**src/rtl/rtp_pkg.sv**
```systemverilog
package rtp_pkg;

    // Pixel and result field widths
    localparam int PIX_W      = 8;
    localparam int COL_OUT_W  = 7;
    localparam int PAGE_OUT_W = 3;

    // Page geometry: eight rows per page, one bit per row in a column byte
    localparam int ROW_W = 3;
    localparam logic [ROW_W-1:0] FIRST_ROW = 3'd0;
    localparam logic [ROW_W-1:0] LAST_ROW  = 3'd7;

    // A pixel is lit when its red level is above this threshold
    localparam logic [PIX_W-1:0] LIT_THRESHOLD = 8'h7F;

endpackage

```
**src/rtl/rtp_ram.sv**
```systemverilog
module rtp_ram #(
    parameter int DATA_W = 8,
    parameter int DEPTH  = 128
) (
    input  logic                     i_clk,
    input  logic                     i_we,
    input  logic [$clog2(DEPTH)-1:0] i_waddr,
    input  logic [DATA_W-1:0]        i_wdata,
    input  logic                     i_re,
    input  logic [$clog2(DEPTH)-1:0] i_raddr,
    output logic [DATA_W-1:0]        o_rdata
);

    logic [DATA_W-1:0] r_mem [DEPTH];
    logic [DATA_W-1:0] r_rdata;

    // Write one entry, read one entry into the output register
    always_ff @(posedge i_clk) begin
        if (i_we) begin
            r_mem[i_waddr] <= i_wdata;
        end
        if (i_re) begin
            r_rdata <= r_mem[i_raddr];
        end
    end

    assign o_rdata = r_rdata;

endmodule

```
**src/rtl/rtp_pos_ctr.sv**
```systemverilog
module rtp_pos_ctr #(
    parameter int WIDTH = 128,
    parameter int PAGES = 8
) (
    input  logic                                    i_clk,
    input  logic                                    i_rst_n,
    input  logic                                    i_step,
    output logic [$clog2(WIDTH)-1:0]                o_col,
    output logic [rtp_pkg::ROW_W-1:0]               o_row,
    output logic [((PAGES > 1) ? $clog2(PAGES) : 1)-1:0] o_page
);

    import rtp_pkg::*;

    localparam int COL_W  = $clog2(WIDTH);
    localparam int PAGE_W = (PAGES > 1) ? $clog2(PAGES) : 1;

    logic [COL_W-1:0]  r_col,  n_col;
    logic [ROW_W-1:0]  r_row,  n_row;
    logic [PAGE_W-1:0] r_page, n_page;

    // Advance column, then row within page, then page; wrap at frame end
    always_comb begin
        n_col  = r_col;
        n_row  = r_row;
        n_page = r_page;
        if (i_step) begin
            if (r_col == COL_W'(WIDTH - 1)) begin
                n_col = '0;
                n_row = r_row + ROW_W'(1);
                if (r_row == LAST_ROW) begin
                    if (r_page == PAGE_W'(PAGES - 1)) begin
                        n_page = '0;
                    end else begin
                        n_page = r_page + PAGE_W'(1);
                    end
                end
            end else begin
                n_col = r_col + COL_W'(1);
            end
        end
    end

    always_ff @(posedge i_clk) begin
        if (!i_rst_n) begin
            r_col  <= '0;
            r_row  <= '0;
            r_page <= '0;
        end else begin
            r_col  <= n_col;
            r_row  <= n_row;
            r_page <= n_page;
        end
    end

    assign o_col  = r_col;
    assign o_row  = r_row;
    assign o_page = r_page;

endmodule

```
**src/rtl/raster_to_page_packer.sv**
```systemverilog
// Raster to page packer.
// Input channel (i_valid / o_ready) takes the red byte of one pixel per
// request, in raster order, WIDTH pixels per row. A pixel is lit when red
// is above 127. Each lit bit is merged into a per-column byte held in a
// WIDTH-entry line store RAM, at the bit of its row within the page.
// Output channel (o_valid / i_ready) gives one request per column on the
// eighth row of each page: the packed byte, its column, its page, and a
// frame-last flag on the last column of the last page.
// Throughput: one pixel per cycle unless the output stalls. Each pixel
// takes a RAM read in its accept cycle and is registered into the merge
// stage, which merges it and writes the byte back. o_valid for a packed
// byte comes from the output register, loaded as its last pixel leaves s1.
// Neighboring pixels always hit different columns, so the read and the
// write-back never touch the same entry at once.
// Reset clears the position counters and the pipeline; the line store is
// not cleared, since row 0 of every page overwrites each column first.
// When the receiver stalls, the output register holds its request and
// pixels that produce no output keep flowing until a second packed byte
// is waiting, at which point o_ready drops.
module raster_to_page_packer #(
    parameter int WIDTH = 128,
    parameter int PAGES = 8
) (
    input  logic                             i_clk,
    input  logic                             i_rst_n,
    input  logic                             i_valid,
    output logic                             o_ready,
    input  logic [rtp_pkg::PIX_W-1:0]        i_red_level,
    output logic                             o_valid,
    input  logic                             i_ready,
    output logic [rtp_pkg::PIX_W-1:0]        o_packed_byte,
    output logic [rtp_pkg::COL_OUT_W-1:0]    o_column_index,
    output logic [rtp_pkg::PAGE_OUT_W-1:0]   o_page_index,
    output logic                             o_frame_last
);

    import rtp_pkg::*;

    localparam int COL_W  = $clog2(WIDTH);
    localparam int PAGE_W = (PAGES > 1) ? $clog2(PAGES) : 1;

    logic              in_acc;
    logic [COL_W-1:0]  pos_col;
    logic [ROW_W-1:0]  pos_row;
    logic [PAGE_W-1:0] pos_page;

    logic              r_s1_valid;
    logic              r_s1_lit;
    logic [COL_W-1:0]  r_s1_col;
    logic [ROW_W-1:0]  r_s1_row;
    logic [PAGE_W-1:0] r_s1_page;

    logic [PIX_W-1:0]  ram_rdata;
    logic [PIX_W-1:0]  n_byte;
    logic              s1_emit;
    logic              s1_adv;
    logic              s1_last;
    logic [31:0]       s1_col_ext;
    logic [31:0]       s1_page_ext;

    logic                  r_o_valid;
    logic [PIX_W-1:0]      r_o_byte;
    logic [COL_OUT_W-1:0]  r_o_col;
    logic [PAGE_OUT_W-1:0] r_o_page;
    logic                  r_o_last;

    assign in_acc = i_valid && o_ready;

    // Track the raster position of the next pixel
    rtp_pos_ctr #(
        .WIDTH (WIDTH),
        .PAGES (PAGES)
    ) u_pos (
        .i_clk   (i_clk),
        .i_rst_n (i_rst_n),
        .i_step  (in_acc),
        .o_col   (pos_col),
        .o_row   (pos_row),
        .o_page  (pos_page)
    );

    // Line store: read the column byte on accept, write the merge back
    rtp_ram #(
        .DATA_W (PIX_W),
        .DEPTH  (WIDTH)
    ) u_line (
        .i_clk   (i_clk),
        .i_we    (s1_adv),
        .i_waddr (r_s1_col),
        .i_wdata (n_byte),
        .i_re    (in_acc),
        .i_raddr (pos_col),
        .o_rdata (ram_rdata)
    );

    // Merge stage: overwrite on the first row, else OR in the new bit
    assign s1_emit = (r_s1_row == LAST_ROW);
    assign s1_adv  = r_s1_valid && (!s1_emit || !r_o_valid || i_ready);
    assign o_ready = !r_s1_valid || s1_adv;

    always_comb begin
        if (r_s1_row == FIRST_ROW) begin
            n_byte = PIX_W'(r_s1_lit);
        end else begin
            n_byte = ram_rdata | (PIX_W'(r_s1_lit) << r_s1_row);
        end
    end

    assign s1_last     = (r_s1_col == COL_W'(WIDTH - 1)) &&
                         (r_s1_page == PAGE_W'(PAGES - 1));
    assign s1_col_ext  = 32'(r_s1_col);
    assign s1_page_ext = 32'(r_s1_page);

    always_ff @(posedge i_clk) begin
        if (!i_rst_n) begin
            r_s1_valid <= 1'b0;
        end else if (in_acc) begin
            r_s1_valid <= 1'b1;
        end else if (s1_adv) begin
            r_s1_valid <= 1'b0;
        end
    end

    // Capture the pixel and its position on accept
    always_ff @(posedge i_clk) begin
        if (in_acc) begin
            r_s1_lit  <= (i_red_level > LIT_THRESHOLD);
            r_s1_col  <= pos_col;
            r_s1_row  <= pos_row;
            r_s1_page <= pos_page;
        end
    end

    // Output register: load a finished column byte, drop when taken
    always_ff @(posedge i_clk) begin
        if (!i_rst_n) begin
            r_o_valid <= 1'b0;
        end else if (s1_adv && s1_emit) begin
            r_o_valid <= 1'b1;
        end else if (i_ready) begin
            r_o_valid <= 1'b0;
        end
    end

    always_ff @(posedge i_clk) begin
        if (s1_adv && s1_emit) begin
            r_o_byte <= n_byte;
            r_o_col  <= s1_col_ext[COL_OUT_W-1:0];
            r_o_page <= s1_page_ext[PAGE_OUT_W-1:0];
            r_o_last <= s1_last;
        end
    end

    assign o_valid        = r_o_valid;
    assign o_packed_byte  = r_o_byte;
    assign o_column_index = r_o_col;
    assign o_page_index   = r_o_page;
    assign o_frame_last   = r_o_last;

endmodule

```
**config.mk**
```make
export PLATFORM = sky130hd
export DESIGN_NAME = raster_to_page_packer
export DESIGN_NICKNAME = d
export VERILOG_FILES = /design/src/rtl/rtp_pkg.sv /design/src/rtl/rtp_ram.sv /design/src/rtl/rtp_pos_ctr.sv /design/src/rtl/raster_to_page_packer.sv
export SDC_FILE = /design/constraint.sdc
export NUM_CORES = 1
export LEC_CHECK = 0
export BUFFER_PORTS_ARGS = -buffer_cell sky130_fd_sc_hd__clkbuf_2
export CAP_MARGIN = 10
export CORE_ASPECT_RATIO = 0.9
export CORE_MARGIN = 2
export CORE_UTILIZATION = 40
export DETAILED_ROUTE_END_ITERATION = 12
export MAX_ROUTING_LAYER = met4
export PLACE_DENSITY = 0.63
export SYNTH_ARGS = -nofsm -noshare
export SYNTH_HDL_FRONTEND = slang
export SYNTH_SLANG_ARGS = --single-unit
```
**constraint.sdc**
```tcl
create_clock -name i_clk -period 6.5 [get_ports i_clk]
set_input_delay 0.325 -clock i_clk [delete_from_list [all_inputs] [get_ports i_clk]]
set_output_delay 0.325 -clock i_clk [all_outputs]
set_load 0.01 [all_outputs]
```
* After elaboration in Yosys (flattened, before gate mapping) *
Memories as Yosys holds them, arrays and structs flattened. A register that Yosys moved wholly into a read port is not among the register bits.
Cells that the tools add are included.

storage, ports and cells
  flip-flop bits (word level) = 48
  bits in writable memories = 1024
  bits of input ports = 12
  word-level logic and storage cells = 50
  memories = 1

memory list
  memory        words  width  rd ports  clocked after Yosys merged registers in  write ports  RTL line       text
  u_line.r_mem  128    8      1         1                                        1            rtp_ram.sv:14  logic [DATA_W-1:0] r_mem [DEPTH];

cells by class
  add/subtract/negate cells = 3
  order comparisons = 1
  eq/ne operators = 6
  shift operators = 1
  mux-type cells = 9
  bitwise gates (word level) = 1
  reductions and logical operators = 15

operators by type and width
  kind                   number
  $eq A7 B7 Y1 const B   2
  $eq A3 B3 Y1 const B   4
  $gt A8 B7 Y1 const B   1
  $mux W8                1
  $or A8 B8 Y8           1
  $shl A1 B3 Y8          1
  $add A7 B1 Y7 const B  1
  $mux W7                1
  $add A3 B1 Y3 const B  2
  $mux W1                6
  $logic_and A1 B1 Y1    4
  $reduce_bool A2 Y1     2
  $logic_not A1 Y1       3
  $logic_not A3 Y1       1
  $logic_or A1 B1 Y1     3
  $mux W3                1
  $reduce_and A3 Y1      1
  $reduce_and A2 Y1      1

* Depth between registers and ports, before layout *
Gate-level depths: netlist of run 1.

  depth after elaboration = 8
  mapped depth = 10
  depth with buffers taken out = 5

* By module *
Synthesis of run 1 repeated with hierarchy kept, for this count alone.

unflattened totals
  cells, all modules = 1784
  area total of the unflattened synthesis = 41681.2 µm²

modules (own cells, without submodules)
  module                 instances  cells an instance  area each (µm²)
  rtp_ram                1          1635               39745.6
  raster_to_page_packer  1          80                 1313.8
  rtp_pos_ctr            1          69                 621.8

* Worst setup path before layout of run 1 *
Ideal clock, no wire load.

  path kind = flip-flop to flip-flop
  start point = reg r_s1_row[2]
  end point = reg r_o_byte[3], in the netlist o_packed_byte[3] (data pin)
  library setup time = 1205 ps
  data arrival time = 5742 ps
  required time = 5295 ps
  path slack = -447 ps
  stages on the path, launching flop included = 5
  buffers on the path = 1
  period minus slack after synthesis = 6947 ps
  path through = edfxtp_1 -> clkbuf_1 -> inv_1 -> a31oi_1 -> o21ai_0

between the ends
  cells in the longest elaborated chain, start to end = 3
  elaborated cells on any way between the ends = 4

ends and longest elaborated chain
  element                 RTL line                      text
  from (decl)             raster_to_page_packer.sv:50   logic [ROW_W-1:0] r_s1_row;
  from (signal assigned)  raster_to_page_packer.sv:129  r_s1_row <= pos_row;
  $shl A1 B3 Y8           raster_to_page_packer.sv:105  n_byte = ram_rdata | (PIX_W'(r_s1_lit) << r_s1_row);
  $or A8 B8 Y8            raster_to_page_packer.sv:105
  $mux W8 (*)             raster_to_page_packer.sv:102  if (r_s1_row == FIRST_ROW) begin
  via n_byte[3]           raster_to_page_packer.sv:54   logic [PIX_W-1:0] n_byte;
  to (signal assigned)    raster_to_page_packer.sv:147  r_o_byte <= n_byte;
  to (decl)               raster_to_page_packer.sv:62   logic [PIX_W-1:0] r_o_byte;

The timed path passes the listed nets; every way through them passes the cells marked *.
A chain may end at the register's enable or synchronous reset.

* Worst setup path in the final report of run 1 *
  start point = reg r_s1_row[2]
  end point = mem u_line.r_mem[14][4] (enable)

between the ends
  cells in the longest elaborated chain, start to end = 7

ends and longest elaborated chain
  element                           RTL line                     text
  $eq A3 B3 Y1                      raster_to_page_packer.sv:97  assign s1_emit = (r_s1_row == LAST_ROW);
  $logic_not A1 Y1                  raster_to_page_packer.sv:98  assign s1_adv = r_s1_valid && (!s1_emit || !r_o_valid || i_ready);
  $logic_or A1 B1 Y1 (2 in series)  raster_to_page_packer.sv:98
  $logic_and A1 B1 Y1               raster_to_page_packer.sv:98
  $mux W1                           rtp_ram.sv:19                if (i_we) begin
  $mux W1 (not written as such)     rtp_ram.sv:20                r_mem[i_waddr] <= i_wdata;
  to (decl)                         rtp_ram.sv:14

Every way passes these cells.

==> results.ini, run 1 <==
[yosys]
syn_area_um2 = 42100
yosysTopAreaCell = edfxtp_1
ys_warn_count = 0
netlist_instances = 2077
synth_seq_area_share = 0.767
synth_area_per_cell_um2 = 20.3
synth.top_cells.by_area = edfxtp_1 (76%), mux4_2 (11%), mux2i_1 (3.9%)
netlist.area_leader.share = 0.760
yosysUniqueCellTypes = 58
ys.flop_type = edfxtp_1
synth_edf_count = 1065
synthArstFlopShare = 0
ys_ff_latch = 1080
netlist_top_cells_count = edfxtp_1 (1065), mux4_2 (198), nor2_1 (170)
synth_nets = 2094
yosys.cell_count.top_type = edfxtp_1

[setup_path]
worstPathArrival_ns = 4.00
startpoint_type = flop
cpMostUsedCell = nor2_1
critPathSlowestCell = nor2_1
path_class = flop to flop
cp_max_fo = 16
required_ns = 6.78
path_cells = and3_1 > a21bo_2 > nor2_1 > nand3_2 > nor2_1
max_stage_delay_ns = 1.03
end_kind = flop

[global_routing]
grt_overflow = 0
grt_first_pass_wirelength_mm = 142
grt_max_degree = 98
antenna_found_initial = 0
first_global_vias = 20307
grt_usage = 0.183

[die]
ioPinCount = 33
design.core.area_um2 = 104000
dieWidth_um = 346
num_rows = 112
die_y_um = 312
fp.dieArea_um2 = 108000
initial_core_util = 0.405

[clock_network]
cts-buffers-inserted = 106
postCtsSetupRepairBufs = 0
cts_sinks = 1080
cts_hold_buf = 2
root_buffer = clkbuf_16
cts_resized = 0
tritoncts = built
clkTransAtPathRegs_ns = 0.06
htreeDepth = 3
clk_path_buf_depth = 3
clock_latency_ns = 0.66

[final_layout]
utilization = 0.453
areaGrowthSynthToFinish_pct = 11.9
drive_gt1_frac = 0.205
nFillCells = 8612
diodes = 0
num-nets-final = 2152
final_cell_count_no_fill = 3590

[pwr]
peakVddDrop_mv = 0.233
power.density_nw_per_um2 = 310
leakagePower_nw = 14.2
power_mw = 14.6

[sta]
period_minus_slack_ns = 3.72
fin_worst_skew_ns = 0.0142
setup_viol = 0
drv_slew = 0
relSlewSlack = 0.190
fmax_mhz = 269
tightestPinTransition_ns = 1.21
fin_crit_sh = 0.572
fin_setup_tns_ns = 0
hold_viol = 0
rsz0062_at_grt = false

[detailed_routing]
via_per_inst = 5.71
drc = 0
drt_wl_total_mm = 96.8
route.vias.total = 20496
dr.pass1.iters = 7
drt_iter0_drc = 2533
ant_nets = 0
wl_per_cell_um = 27.0

[placed_design]
gp_congestion = 0.840
portBuffers = 25
dp.cells = 3393
dp_hpwl_mm = 57.2

[worst_hold_path]
hold_path_class = primary input to flop

[flow_run]
maxCapViolations = 0

[run_status]
status = finished, final reports clean

## critical path, delay by kind of cell (launching register included)
family | cells | cell delay, ns
AND/OR/NAND/NOR | 4 | 2.49
flip-flops | 1 | 0.57
AO/OA/AOI/OAI | 1 | 0.27
## through the flow
| stage | instance area [µm²] | hold slack (ns) | worst slack (ns) |
|---|---|---|---|
| 6_report | 47100 | 0.0864 | 2.78 |
| 5_1_grt | 47100 | 0.0954 | 2.59 |
| 4_1_cts | 47100 | 0.0455 | 2.82 |
| 3_5_place_dp | 43600 | 0.442 | 2.83 |
| 3_3_place_gp | 43600 | 0.442 | 2.85 |
| 2_1_floorplan | 42100 | 0.406 | 1.76 |
## worst paths after layout
path | start | end | slack [ns] | cells after the start
worst min-delay path | i_ready | o_valid | 0.09 | 4
worst max-delay path | r_s1_row[2] | u_line.r_mem[14][4] | 2.78 | 5
worst min register to register | r_s1_page[0] | o_page_index[0] | 0.46 | 0
worst max register to register | r_s1_row[2] | u_line.r_mem[14][4] | 2.78 | 5
## power breakdown
part | switching (mW) | internal, mW | total [mW]
clock | 2.56 | 3.46 | 6.03
sequential | 0.0349 | 7.74 | 7.77
combinational | 0.507 | 0.289 | 0.795
## flip-flops by register name, summed over array words and instances (netlist names)
signal / flops
o_packed_byte: 8
o_valid: 1
u_pos.o_col: 7
r_s1_valid: 1
o_page_index: 3
o_column_index: 7
o_frame_last: 1
r_s1_col: 7
u_line.r_mem: 1024
r_s1_row: 3
r_s1_page: 3
u_pos.o_row: 3
r_s1_lit: 1
u_line.o_rdata: 8
u_pos.o_page: 3
## cell usage in the layout, fill, tap and decap left out, types with 6 or more instances in the layout
cell and instances:
edfxtp_1 1065, mux4_2 198, nor2_1 165, mux2i_1 164, clkbuf_16 107, nand2_1 50, buf_4 32, a22oi_1 30
a21oi_1 29, clkinv_2 27, clkbuf_2 25, o221ai_1 20, clkbuf_1 18, clkinv_1 18, nor2b_1 17, nand3_1 17
o22ai_1 15, o21ai_0 13, and3_1 11, mux2_2 11, a211o_1 11, a211oi_1 11, bufinv_16 11, dfxtp_1 11
a22o_1 9, inv_1 8, a32oi_1 7, nand4_1 6, clkinvlp_4 6
## cells by family (layout without fill, tap and decap cells)
kind of cell	after synthesis	after routing	synth area share
xor+xnor	7	7	0.00146
compound gates	181	181	0.0317
flops	1080	1080	0.767
buf+inv	121	266	0.0174
fa+ha+maj	5	5	0.00149
mux	374	374	0.148
simple gates	309	309	0.0326
## final cells by class
class                   instances  area (µm²)  area share
clock buffers                 125        2750      0.0583
well taps                    1368        1710      0.0364
clock inverters                70         671      0.0142
multi-input cells             876        9170       0.195
flip-flops and latches       1080       32300       0.686
repair buffers                 63         465     0.00989
inverters                       8        30.0    0.000638
## layer usage
metal	up-vias	GRT usage	wire length, µm
met4	0	0.0525	2380
met2	897	0.266	43800
li1	8675	-	-
met5	-	-	0
met3	151	0.0374	8450
met1	10773	0.263	42100
Note: power is estimated with default switching activity, not from simulation.
==> inputs of run 2 (changes only) <==
--- a/config.mk
+++ b/config.mk
@@ -5,6 +5,7 @@
 export SDC_FILE = /design/constraint.sdc
 export NUM_CORES = 1
 export LEC_CHECK = 0
+export ABC_AREA = 1
 export BUFFER_PORTS_ARGS = -buffer_cell sky130_fd_sc_hd__clkbuf_2
 export CAP_MARGIN = 10
 export CORE_ASPECT_RATIO = 0.9
@@ -12,7 +13,7 @@
 export CORE_UTILIZATION = 40
 export DETAILED_ROUTE_END_ITERATION = 12
 export MAX_ROUTING_LAYER = met4
-export PLACE_DENSITY = 0.63
+export PLACE_DENSITY = 0.61
 export SYNTH_ARGS = -nofsm -noshare
 export SYNTH_HDL_FRONTEND = slang
 export SYNTH_SLANG_ARGS = --single-unit
==> constraint.sdc (replaced) <==
create_clock -name i_clk -period 3.63 [get_ports i_clk]
set_input_delay 0.1815 -clock i_clk [delete_from_list [all_inputs] [get_ports i_clk]]
set_output_delay 0.1815 -clock i_clk [all_outputs]
set_load 0.01 [all_outputs]
==> run 2 against run 1 <==
Effect of this change:
- hold slack better by 0.16 ns
- synthesized cell count grew 110%
- area after synthesis rose by 8.3%
- die area rose by 8.2%
- clock-buffer cell count grew 4
- total power increased by 80%
- sequential share of layout area decreased by 5.0 points
- clock power up 76%
- final area increased by 7.8%
- global-route usage up 1.9 points
- via count grew 45%
- combinational power grew 130%
- largest power group unchanged
==> results.ini, run 2 <==
[setup_path]
max_stage_delay_ns = 0.52  ; -0.51 ns
r2r.worst_path.cells = 11  ; +6
worstReg2RegEnd = u_line.o_rdata[7]
cp.depth = 11  ; +6
ff2ff_setup_slack_ns = 0.84  ; -1.94 ns
crit_start = u_pos.o_col[0]
path_class = flop to flop
cp_max_fo = 192  ; +176
required_ns = 4.18  ; -2.60 ns
critPathSlowestCell = buf_12
path_cells = buf_12 > nor2_1 > nor2_1 > o21ai_0 > nand3_1 > nand3_1 > nand2_1 > nand2_1 > nor2_1 > nor2_1 > nor2_1
r2r-start = u_pos.o_col[0]
cpMostUsedCell = nor2_1
worstPathArrival_ns = 3.34  ; -0.66 ns
crit_family = simple AND/OR/NAND/NOR gates
critPathCapture = u_line.o_rdata[7]
worst-path-buf-inv = 1  ; +1
startpoint_type = flop
end_kind = flop

[worst_hold_path]
hold_path_class = primary input to flop

[sta]
tightestPinTransition_ns = 1.13  ; -0.0807 ns
fmax_mhz = 358  ; +33%
holdWs_ns = 0.251  ; +0.165 ns
period_minus_slack_ns = 2.79  ; -0.931 ns
fin_worst_skew_ns = 0.0306  ; +0.0164 ns
fin_setup_tns_ns = 0  ; unchanged
rsz0062_at_grt = false
fin_crit_sh = 0.768  ; +0.196
hold_viol = 0  ; unchanged
drv_slew = 0  ; unchanged
relSlewSlack = 0.246  ; +0.0557
setup_viol = 0  ; unchanged

[die]
dieWidth_um = 360  ; +4.0%
num_rows = 117  ; +4.5%
fp.dieArea_um2 = 117000  ; +8.2%
ioPinCount = 33  ; unchanged
die_y_um = 324  ; +4.0%
initial_core_util = 0.403  ; -0.00152
design.core.area_um2 = 113000  ; +8.7%

[final_layout]
largest_reg_flops = 1024  ; unchanged
num-nets-final = 4308  ; +100%
finalInstanceArea_um2 = 50700  ; +7.8%
areaGrowthSynthToFinish_pct = 11.4
top_register = u_line.r_mem
layout_common_cells = nand2_1 (1284), edfxtp_1 (1065), nor2_1 (606)
nFillCells = 10444  ; +21%
drive_gt1_frac = 0.0619  ; -0.143
layout_commonest_cell = nand2_1

[global_routing]
grt_first_pass_wirelength_mm = 175  ; +24%
antenna_found_initial = 2  ; +2
grt_max_degree = 205  ; +110%
grt_usage = 0.202  ; +0.0188
first_global_vias = 27805  ; +37%
grt_overflow = 0  ; unchanged

[pwr]
switching_share = 0.230  ; +0.0173
peakVddDrop_mv = 0.408  ; +75%
p_int_mw = 20.3  ; +77%
p_sw_mw = 6.06  ; +95%
power.density_nw_per_um2 = 519  ; +67%
p_comb_frac = 0.070  ; +0.015
leakagePower_nw = 19.6  ; +37%
pwr-share-seq = 0.529  ; -0.004
power_mw = 26.3  ; +80%
p_clk_frac = 0.401  ; -0.012

[detailed_routing]
route.vias.total = 29796  ; +45%
wl_per_cell_um = 19.8  ; -27%
via_per_inst = 5.08  ; -11%
drc = 0  ; unchanged
dr.pass1.iters = 7  ; unchanged
ant_nets = 0  ; unchanged
drt_wl_total_mm = 116  ; +20%
drt_iter0_drc = 3284  ; +30%

[yosys]
netlist_instances = 4297  ; +110%
netlist.area_leader.share = 0.702  ; -0.0581
synth_nets = 4314  ; +110%
synth_area_per_cell_um2 = 10.6  ; -48%
ys_ff_latch = 1080  ; unchanged
yosys.cell_count.top_type = nand2_1
yosysUniqueCellTypes = 28  ; -52%
synth.top_cells.by_area = edfxtp_1 (70%), nand2_1 (11%), nor2_1 (5.0%)
ys_warn_count = 0  ; unchanged
synth_seq_area_share = 0.709  ; -0.0587
ys.flop_type = edfxtp_1
synthArstFlopShare = 0  ; unchanged
netlist_top_cells_count = nand2_1 (1284), edfxtp_1 (1065), nor2_1 (608)
yosysTopAreaCell = edfxtp_1
syn_area_um2 = 45600  ; +8.3%
synth_edf_count = 1065  ; unchanged

[run_status]
status = finished, final reports clean

[clock_network]
clock_latency_ns = 0.68  ; +0.02 ns
tritoncts = built
postCtsSetupRepairBufs = 0  ; unchanged
htreeDepth = 3  ; unchanged
cts-buffers-inserted = 104  ; -1.9%
clk_path_buf_depth = 3  ; unchanged
root_buffer = clkbuf_16
clkTransAtPathRegs_ns = 0.06  ; about the same
cts_sinks = 1080  ; unchanged

[placed_design]
gp_congestion = 0.866  ; +3.1%
portBuffers = 25  ; unchanged
dp_hpwl_mm = 63.6  ; +11%
placed_area_um2 = 47400  ; +8.7%

[flow_run]
maxCapViolations = 0  ; unchanged

[run 2: cell types whose count changed after synthesis, sizes merged, moves of 20 or more]
| cell | previous run | this run |
|---|---|---|
| nand2 | 54 | 1285 |
| nor2 | 170 | 610 |
| nand3 | 19 | 428 |
| inv | 8 | 411 |
| mux4 | 198 | 0 |
| o21ai | 15 | 201 |
| mux2i | 164 | 0 |
| buf | 80 | 161 |
| a22oi | 30 | 0 |
| clkbuf | 33 | 59 |
| o221ai | 20 | 0 |
[run 2: how the worst min path moves through the flow]
stage | endpoint | cells after the start | start | slack, ns
2_1_floorplan | o_valid | 2 | i_rst_n | 0.31
3_3_place_gp | r_s1_lit | 1 | i_red_level[7] | 0.38
3_5_place_dp | r_s1_lit | 1 | i_red_level[7] | 0.38
4_1_cts | r_s1_lit | 2 | i_red_level[7] | 0.19
5_1_grt | r_s1_lit | 2 | i_red_level[7] | 0.22
6_report | r_s1_lit | 2 | i_red_level[7] | 0.25
[run 2: power groups by stage]
stage / registers (mW) / clock network, mW / logic [mW]
after floorplan: 14.2 / 0 / 1.13
after global placement: 14.2 / 0 / 1.80
after detailed placement: 14.2 / 0 / 1.83
after CTS: 13.9 / 10.7 / 1.84
after global routing: 13.9 / 11.2 / 2.03
final: 13.9 / 10.6 / 1.84
[run 2: layout make-up]
cell class / instances / area [µm²] / area share
tap: 1487 / 1860 / 0.0367
clock buffer: 129 / 2800 / 0.0552
antenna: 1 / 2.50 / 0.0000493
timing repair buffer: 108 / 996 / 0.0196
inverter: 415 / 1580 / 0.0312
clock inverter: 61 / 468 / 0.00922
sequential: 1080 / 32300 / 0.636
multi-input combinational: 2582 / 10700 / 0.212
[run 2: metrics by stage]
step           instances   util  worst slack (ns)
6_report            5863  0.449             0.841
5_1_grt             5863  0.449             0.717
4_1_cts             5862  0.449             0.881
3_5_place_dp        5668  0.420             0.926
3_3_place_gp        5668  0.420             0.947
2_1_floorplan       4297      -             0.265
[run 2: timing repair]
action | CTS | global route
hold buffers | 4 | 0
resized for setup | 0 | 0
hold endpoints to repair | 15 | 0
endpoints found under the setup margin | 0 | 0
[run 2: metal layers]
layer	GRT usage	part of all wire	vias up
met1	0.285	0.44	14370
met3	0.0287	0.073	184
met4	0.0537	0.023	0
met5	-	0	-
li1	-	-	14182
met2	0.308	0.46	1060
[run 2: kinds of logic after synthesis]
kind of cell             synth area share
XOR/XNOR                         0.000192
AO/OA/AOI/OAI                      0.0250
adder cells (fa/ha/maj)           0.00137
multiplexers                     0.000247
AND/OR/NAND/NOR                     0.207
flip-flops                          0.709
buffers and inverters              0.0579
